### config.mk
export PLATFORM = sky130hd
export DESIGN_NAME = haptic_pulse_pattern_generator
export DESIGN_NICKNAME = d
export VERILOG_FILES = /design/src/rtl/hppg_pkg.sv /design/src/rtl/hppg_core.sv /design/src/rtl/haptic_pulse_pattern_generator.sv
export VERILOG_INCLUDE_DIRS = /design/src /design/src/rtl
export SDC_FILE = /design/constraint.sdc
export NUM_CORES = 1
export LEC_CHECK = 0
export BUFFER_PORTS_ARGS = -buffer_cell sky130_fd_sc_hd__buf_4
export CELL_PAD_IN_SITES_DETAIL_PLACEMENT = 0
export CELL_PAD_IN_SITES_GLOBAL_PLACEMENT = 1
export CORE_ASPECT_RATIO = 1.25
export CORE_MARGIN = 1
export CORE_UTILIZATION = 39
export CTS_CLUSTER_DIAMETER = 80
export DETAILED_ROUTE_END_ITERATION = 10
export MAX_ROUTING_LAYER = met4
export PLACE_DENSITY = 0.69
export SLEW_MARGIN = 20
export SYNTH_ARGS = -nofsm -noshare
export SYNTH_HDL_FRONTEND = slang
export SYNTH_SLANG_ARGS = --single-unit
### constraint.sdc
create_clock -name clk -period 11.88 [get_ports clk]
set_clock_uncertainty 0.1 [all_clocks]
set_input_delay 2.376 -clock clk [delete_from_list [all_inputs] [get_ports clk]]
set_output_delay 2.376 -clock clk [all_outputs]
set_load 0.005 [all_outputs]
### src/rtl/haptic_pulse_pattern_generator_defines.svh
// ----------------------------------------------------------------------------
// haptic pulse pattern generator assertion macros
// shared concurrent assertion helpers, clocked on clk, idle in reset
// ----------------------------------------------------------------------------
`ifndef HAPTIC_PULSE_PATTERN_GENERATOR_DEFINES_SVH
`define HAPTIC_PULSE_PATTERN_GENERATOR_DEFINES_SVH

// same-cycle implication
`define HPPG_ASSERT_NOW(label, ante, cons, msg) \
	label: assert property (@(posedge clk) disable iff (!arst_n) (ante) |-> (cons)) \
		else $error(msg);

// next-cycle implication
`define HPPG_ASSERT_NEXT(label, ante, cons, msg) \
	label: assert property (@(posedge clk) disable iff (!arst_n) (ante) |=> (cons)) \
		else $error(msg);

`endif

### src/rtl/hppg_pkg.sv
// ----------------------------------------------------------------------------
// hppg_pkg
// types, sizes and helpers for the haptic pulse pattern generator
// ----------------------------------------------------------------------------
package hppg_pkg;

	localparam int TIME_BITS  = 16;
	localparam int COUNT_BITS = 8;

	typedef logic [TIME_BITS-1:0]  time_t;
	typedef logic [COUNT_BITS-1:0] count_t;

	typedef enum logic [1:0] {
		OP_TICK    = 2'd0,
		OP_SINGLE  = 2'd1,
		OP_PATTERN = 2'd2
	} op_t;

	typedef struct packed {
		op_t         operation;
		logic [7:0]  pulse_count;
		logic [15:0] on_time_ms;
		logic [15:0] off_time_ms;
	} item_t;

	typedef struct packed {
		logic       motor_on;
		logic       busy_res;
		logic [7:0] pulses_left;
	} result_t;

	localparam logic [32:0] TIME_MAX_W  = (33'd1 << TIME_BITS) - 33'd1;
	localparam logic [16:0] COUNT_MAX_W = (17'd1 << COUNT_BITS) - 17'd1;

	// clamp a 16-bit time to the timer width
	function automatic time_t sat_time(input logic [15:0] v);
		logic [32:0] w;
		w = 33'(v);
		if (w > TIME_MAX_W)
			w = TIME_MAX_W;
		return time_t'(w);
	endfunction

	// clamp a pulse count to the counter width
	function automatic count_t sat_count(input logic [7:0] v);
		logic [16:0] w;
		w = 17'(v);
		if (w > COUNT_MAX_W)
			w = COUNT_MAX_W;
		return count_t'(w);
	endfunction

	// report the counter as 8 bits, clamped
	function automatic logic [7:0] report_count(input count_t v);
		logic [16:0] w;
		w = 17'(v);
		if (w > 17'd255)
			w = 17'd255;
		return w[7:0];
	endfunction

endpackage

### src/rtl/hppg_core.sv
// ----------------------------------------------------------------------------
// hppg_core
// pulse train state and one-item update, result formed from the new state
// ----------------------------------------------------------------------------
`include "haptic_pulse_pattern_generator_defines.svh"

module hppg_core
	import hppg_pkg::*;
(
	input  logic    clk,
	input  logic    arst_n,
	input  logic    en,
	input  item_t   item,
	output result_t result
);

	logic   running_q, pausing_q, drive_q;
	time_t  elapsed_q, limit_q, on_q, off_q;
	count_t rem_q;

	logic   running_d, pausing_d, drive_d;
	time_t  elapsed_d, limit_d, on_d, off_d, el_inc, on_sat;
	count_t rem_d;

	always_comb begin
		running_d = running_q;
		pausing_d = pausing_q;
		drive_d   = drive_q;
		elapsed_d = elapsed_q;
		limit_d   = limit_q;
		on_d      = on_q;
		off_d     = off_q;
		rem_d     = rem_q;
		on_sat    = sat_time(item.on_time_ms);
		el_inc    = (elapsed_q != '1) ? elapsed_q + time_t'(1) : elapsed_q;

		case (item.operation)
			OP_TICK: begin
				if (running_q) begin
					elapsed_d = el_inc;
					if (el_inc >= limit_q) begin
						if (!pausing_q) begin
							drive_d = 1'b0;
							if (rem_q != '0) begin
								pausing_d = 1'b1;
								elapsed_d = '0;
								limit_d   = off_q;
							end else begin
								running_d = 1'b0;
							end
						end else begin
							rem_d     = rem_q - count_t'(1);
							drive_d   = 1'b1;
							running_d = 1'b1;
							pausing_d = 1'b0;
							elapsed_d = '0;
							limit_d   = on_q;
						end
					end
				end
			end
			OP_SINGLE: begin
				rem_d     = '0;
				drive_d   = 1'b1;
				running_d = 1'b1;
				pausing_d = 1'b0;
				elapsed_d = '0;
				limit_d   = on_sat;
			end
			OP_PATTERN: begin
				on_d      = on_sat;
				off_d     = sat_time(item.off_time_ms);
				rem_d     = sat_count((item.pulse_count == 8'd0) ? 8'd0
					: item.pulse_count - 8'd1);
				drive_d   = 1'b1;
				running_d = 1'b1;
				pausing_d = 1'b0;
				elapsed_d = '0;
				limit_d   = on_sat;
			end
			default: begin
			end
		endcase

		result.motor_on    = drive_d;
		result.busy_res    = running_d;
		result.pulses_left = report_count(rem_d);
	end

	always_ff @(posedge clk or negedge arst_n) begin
		if (!arst_n) begin
			running_q <= 1'b0;
			pausing_q <= 1'b0;
			drive_q   <= 1'b0;
			elapsed_q <= '0;
			limit_q   <= '0;
			on_q      <= '0;
			off_q     <= '0;
			rem_q     <= '0;
		end else if (en) begin
			running_q <= running_d;
			pausing_q <= pausing_d;
			drive_q   <= drive_d;
			elapsed_q <= elapsed_d;
			limit_q   <= limit_d;
			on_q      <= on_d;
			off_q     <= off_d;
			rem_q     <= rem_d;
		end
	end

	`HPPG_ASSERT_NOW(a_pause_motor_off, pausing_q, running_q && !drive_q, "pause with motor on")
	`HPPG_ASSERT_NOW(a_drive_needs_run, drive_q, running_q, "motor on while idle")
	`HPPG_ASSERT_NOW(a_elapsed_in_range, running_q, elapsed_q <= limit_q, "elapsed past limit")
	`HPPG_ASSERT_NOW(a_left_needs_run, rem_q != '0, running_q, "pulses left while idle")

endmodule

### src/rtl/haptic_pulse_pattern_generator.sv
// ----------------------------------------------------------------------------
// haptic_pulse_pattern_generator
// vibration motor pulse and pulse train timing, one result per command
// ----------------------------------------------------------------------------
// channel  dir  tdata                                 tuser
// s        in   pulse_count, on_time_ms, off_time_ms  operation
// m        out  motor_on, busy_res, pulses_left       -
//
// one command per cycle while no held result stalls the input register
// input register feeds the state update, result lands in an output register
// a held result stalls the input register only while it is also full
// arst_n clears state, motor off, no result pending
// ----------------------------------------------------------------------------
module haptic_pulse_pattern_generator
	import hppg_pkg::*;
(
	input  logic        clk,
	input  logic        arst_n,
	input  logic        s_tvalid,
	output logic        s_tready,
	input  logic [39:0] s_tdata,  // pulse_count, on_time_ms, off_time_ms
	input  logic [1:0]  s_tuser,  // operation
	output logic        m_tvalid,
	input  logic        m_tready,
	output logic [15:0] m_tdata   // motor_on, busy_res, pulses_left, zero pad
);

	logic    valid_s1, out_valid_q, advance;
	item_t   item_s1;
	result_t res_next, res_q;

	assign advance  = valid_s1 && (!out_valid_q || m_tready);
	assign s_tready = !valid_s1 || advance;

	always_ff @(posedge clk or negedge arst_n) begin
		if (!arst_n) begin
			valid_s1    <= 1'b0;
			out_valid_q <= 1'b0;
		end else begin
			if (s_tready)
				valid_s1 <= s_tvalid;
			if (advance)
				out_valid_q <= 1'b1;
			else if (m_tready)
				out_valid_q <= 1'b0;
		end
	end

	always_ff @(posedge clk) begin
		if (s_tvalid && s_tready) begin
			item_s1.operation   <= op_t'(s_tuser);
			item_s1.pulse_count <= s_tdata[7:0];
			item_s1.on_time_ms  <= s_tdata[23:8];
			item_s1.off_time_ms <= s_tdata[39:24];
		end
		if (advance)
			res_q <= res_next;
	end

	hppg_core u_core (
		.clk    (clk),
		.arst_n (arst_n),
		.en     (advance),
		.item   (item_s1),
		.result (res_next)
	);

	assign m_tvalid = out_valid_q;
	assign m_tdata  = {6'd0, res_q.pulses_left, res_q.busy_res, res_q.motor_on};

endmodule

# Word level (Yosys, flattened, before mapping)
# Cells that the tools add are included.
# totals
regBits,129
out_inout_bits,18
elab_cells,74
# classes
n_addsub,3
n_reduce_logical,16
n_eq_ne,6
n_mux,31
order_cmp,1
# ops
op,n
$mux 16,9
$pmux 16 s2,2
$mux 8,4
$pmux 8 s3,1
$add 16x1->16 const B,1
$ge 16x16->1,1
$ne 16x16->1 const B,1
$sub 8x1->8 const B,2
$mux 1,12
$logic_not 8->1,1
$reduce_bool 8->1,1
$pmux 1 s2,3
$reduce_and 5->1,1
$ne 2x1->1 const B,2
$reduce_and 4->1,1
$reduce_bool 2->1,2
$ne 3x1->1 const B,1
$reduce_and 3->1,1
$eq 2x1->1 const B,1
$eq 2x2->1 const B,1
$logic_and 1x1->1,2
$logic_not 1->1,2
$logic_not 2->1,1
$logic_or 1x1->1,2
2 further kinds,2

# Logic depth before layout (Yosys ltp)
# depth
ltp_word,7
mapped_depth,19
mapped_depth_nobuf,16

# Hierarchy
# A second synthesis with hierarchy kept.
# unflattened
hier_cells,581
area_unflattened_um2,6625.1
# by_module_without_submodules
module,seq_area_each_um2,instances,area_each_um2,cells_per_inst
hppg_core,1876.8,1,4911.0,514
haptic_pulse_pattern_generator,1611.5,1,1714.1,67

# Worst setup path before layout
# Ideal clock, no wire load.
# synth_path
kind,input -> output
from,input port m_tready
to,output port s_tready
t_arrival_ns,2.550
required_time_ns,9.404
cell_stages,1
n_path_buf,0
path_slack_ns,6.854
path_cell_list,nand3b_1
# synth_between
elab_chain_len,3
# synth_rtl
element,line,source
start: declaration,haptic_pulse_pattern_generator.sv:24,"input logic m_tready,"
$logic_or 1x1->1,haptic_pulse_pattern_generator.sv:32,assign advance = valid_s1 && (!out_valid_q || m_tready);
$logic_and 1x1->1,haptic_pulse_pattern_generator.sv:32,
$logic_or 1x1->1,haptic_pulse_pattern_generator.sv:33,assign s_tready = !valid_s1 || advance;
end: declaration,haptic_pulse_pattern_generator.sv:20,"output logic s_tready,"
# Every way passes these cells.

# Worst setup path in the final report
# Same ends and word-level chain as after synthesis.

==> impl_results.rst <==
.. list-table::
   :header-rows: 1

   * - Metric
     - Value
   * - Crit end category
     - output pin
   * - Count of cell types in the netlist
     - 58
   * - CTS buffer count
     - 17
   * - Post-Syn Area
     - 6350 um^2
   * - Net count reported at finish
     - 688
   * - Standard-cell row count
     - 51
   * - Routed WL per cell
     - 15.0 um
   * - Flop and latch count out of synthesis
     - 129
   * - Launching point of the worst reg2reg path
     - u_core.elapsed_q[0]
   * - Largest vdd supply drop
     - 0.120 mV
   * - H-tree depth
     - 4
   * - Shortest period the worst path allows
     - 5.30 ns
   * - Fraction of the core area covered by cells at the end of the flow
     - 48.0%
   * - Worst-margin pin slew
     - 1.01 ns
   * - Cell type with the largest total area after synthesis
     - dfrtp_1
   * - XOR/XNOR Fraction of Synth Area
     - 1.52%
   * - Global-route wire length before repair
     - 21.7 mm
   * - Worst hold-check path type
     - flop to flop
   * - Maximum fanout along the worst path
     - 3
   * - Initial Util
     - 40.3%
   * - I/O Buffers
     - 57
   * - Classification of the worst setup path
     - input port to output pin
   * - Most used DFF post-synth
     - dfrtp_1
   * - Most frequent standard cell in the layout excluding fill and tap cells
     - dfrtp_1
   * - Setup repair after global routing missed its margin
     - no
   * - Main combinational cell family by area after synthesis
     - simple AND/OR/NAND/NOR gates
   * - Post-Synth Adder-Cell Area
     - 4.53%
   * - Antenna diode count
     - 0
   * - End point of the critical path
     - s_tready
   * - Final setup violation count
     - 0
   * - Number of pins exceeding their max-slew limit in the final report
     - 0
   * - Clock transition at the registers of the reported paths
     - 0.06 ns
   * - CTS tree
     - built
   * - Post-synthesis compound-gate area fraction
     - 11.0%
   * - Critical path launch point
     - m_tready
   * - Half-perimeter wire length after detailed placement
     - 8.73 mm
   * - Number of antenna violations at the first check in global routing
     - 0
   * - Final-layout worst hold slack
     - 0.367 ns
   * - Final Hold Vio Count
     - 0
   * - Avg Synthesized Cell Area
     - 11.2 um^2
   * - Leakage
     - 3.31 nW
   * - Non-filler instance count after layout
     - 844
   * - Min-Delay Startpoint
     - item_s1[9]
   * - Async S/R FF share, synth
     - 59.7%
   * - Largest cells by area after synthesis
     - dfrtp_1 (30%), edfxtp_1 (25%), mux2_2 (6.4%), mux2i_1 (5.0%), ha_1 (4.5%)
   * - CTS Sinks
     - 129
   * - Final Routed Wirelength
     - 12.6 mm
   * - Worst slack at placement
     - 6.58 ns
   * - Post-CTS Hold Fix Bufs
     - 0
   * - CP startpoint kind
     - input port
   * - Clock Latency Late Sink
     - 0.42 ns
   * - Largest net degree at the start of global routing
     - 78
   * - Data required time at the worst endpoint
     - 9.40 ns
   * - Post-detailed-route count of antenna-violating nets
     - 0
   * - Total DRC errors in the routed layout
     - 0
   * - Result of the run
     - finished, final reports clean
   * - Setup TNS after final layout
     - 0 ns
   * - Number of placed instances, taps included
     - 812
   * - Via count of the first global-routing pass
     - 4462
   * - CP arrival
     - 2.83 ns
   * - Count of cells resized by post-cts repair
     - 0
   * - Area Growth Syn to Fin
     - 19.0%
   * - Fraction of synthesized cell area taken by the top area cell type
     - 30.3%
   * - Fmax
     - 189 MHz
   * - Total congestion overflow
     - 0
   * - Fraction of the yosys area taken by sequential cells
     - 54.9%
   * - Number of flops mapped to enable cells by yosys
     - 52
   * - Share of final-layout standard cells stronger than drive strength 1
     - 22.0%
   * - Post-CTS setup buffers
     - 0
   * - Mux share of post-synthesis cell area
     - 11.4%
   * - Cells after Synth
     - 565
   * - Via density per instance
     - 5.18
   * - I/O pins
     - 64
   * - Flop-to-flop setup slack
     - 7.04 ns
   * - Capture instance of the worst register-to-register path
     - u_core.limit_q[0]
   * - Core Area
     - 15800 um^2
   * - Final RePlAce weighted congestion
     - 0.828
   * - Die height
     - 145 um
   * - Relative slew slack
     - 32.4%
   * - Die W
     - 116 um
   * - Power per standard cell area
     - 188 nW/um^2
   * - Number of cells traversed by the worst register-to-register path
     - 15
   * - Ys Warns
     - 0
   * - Minimum setup slack in the final design
     - 6.58 ns
   * - CTS root buffer
     - clkbuf_16
   * - First-pass detailed-route iteration total
     - 4
   * - MaxCap Viol Count
     - 0
   * - Final period util
     - 44.6%
   * - Overall die area
     - 16800 um^2
   * - Global routing usage summed across all routing layers
     - 17.6%
   * - Commonest cells after routing, fill and taps aside
     - dfrtp_1 (77), buf_4 (61), edfxtp_1 (52)
   * - Simple-gate share of the synthesized area
     - 12.1%
   * - Number of DRC markers after the initial detailed-route iteration
     - 202
   * - Deepest clock path buffer count
     - 2
   * - Vias after detailed routing
     - 4369
registers in the layout, indices dropped and copies added (netlist names), 8 cells and up:
name              flops
m_tdata              10
u_core.on_q          16
item_s1              42
u_core.limit_q       16
u_core.elapsed_q     16
u_core.off_q         16
u_core.rem_q          8
report_power, final:
part	total, mW	internal, mW	switching [mW]	leakage [nW]
Combinational	0.294	0.133	0.161	1.56
Sequential	0.591	0.551	0.0403	1.46
Clock	0.533	0.342	0.191	0.294
Total	1.42	1.03	0.392	3.31
area by class of cell:
class | instances | area (um^2)
fill | 1471 | 8200
timing repair buffer | 62 | 469
sequential | 129 | 3490
inverter | 32 | 120
clock inverter | 11 | 154
tap | 212 | 265
multi-input combinational | 377 | 2600
clock buffer | 21 | 460
Yosys cell counts, types with 8 or more instances:
master	number
nor2_1	41
clkbuf_1	15
mux2_2	36
edfxtp_1	52
nand3_1	20
o21ai_0	18
nand2_1	51
inv_1	32
nor3_1	8
mux2i_1	32
ha_1	23
dfrtp_1	77
buf_4	8
a21oi_1	43
cells by family (layout without fill, tap and decap cells):
logic type / Yosys count / count (layout)
buffers and inverters: 64 / 126
muxes: 68 / 68
adders and majority gates: 23 / 23
DFF: 129 / 129
and+or+nand+nor: 160 / 160
xor gates and xnor gates: 11 / 11
AOI/OAI and AO/OA: 109 / 109
other: 1 / 6
worst min path at each step:
| stage | endpoint | slack, ns | depth (start not counted) |
|---|---|---|---|
| 5_1_grt | u_core.off_q[9] | 0.39 | 1 |
| 2_1_floorplan | u_core.off_q[0] | 0.36 | 1 |
| 3_3_place_gp | u_core.off_q[6] | 0.36 | 1 |
| 4_1_cts | u_core.off_q[14] | 0.37 | 1 |
| 3_5_place_dp | u_core.off_q[14] | 0.37 | 1 |
| 6_report | u_core.off_q[9] | 0.37 | 1 |
per-layer routing:
metal  vias up  global-route usage (%)  share of wire (%)
met5         -                       -                  0
li1       2144                       -                  -
met2       105                    30.0                 51
met1      2101                    19.8                 44
met3        19                    3.96                3.1
met4         0                    7.09                1.8
critical path, cell delays in order:
cell	delay, ns
buf_4	0.11
nand3b_1	0.18
buf_4	0.16
metrics by stage:
stage | cell area, um^2 | power, mW
4_1_cts | 7560 | 1.44
6_report | 7560 | 1.42
2_1_floorplan | 6370 | 0.811
3_3_place_gp | 6940 | 0.884
3_5_place_dp | 6940 | 0.896
5_1_grt | 7560 | 1.50
(Power assumes the default switching activity.)
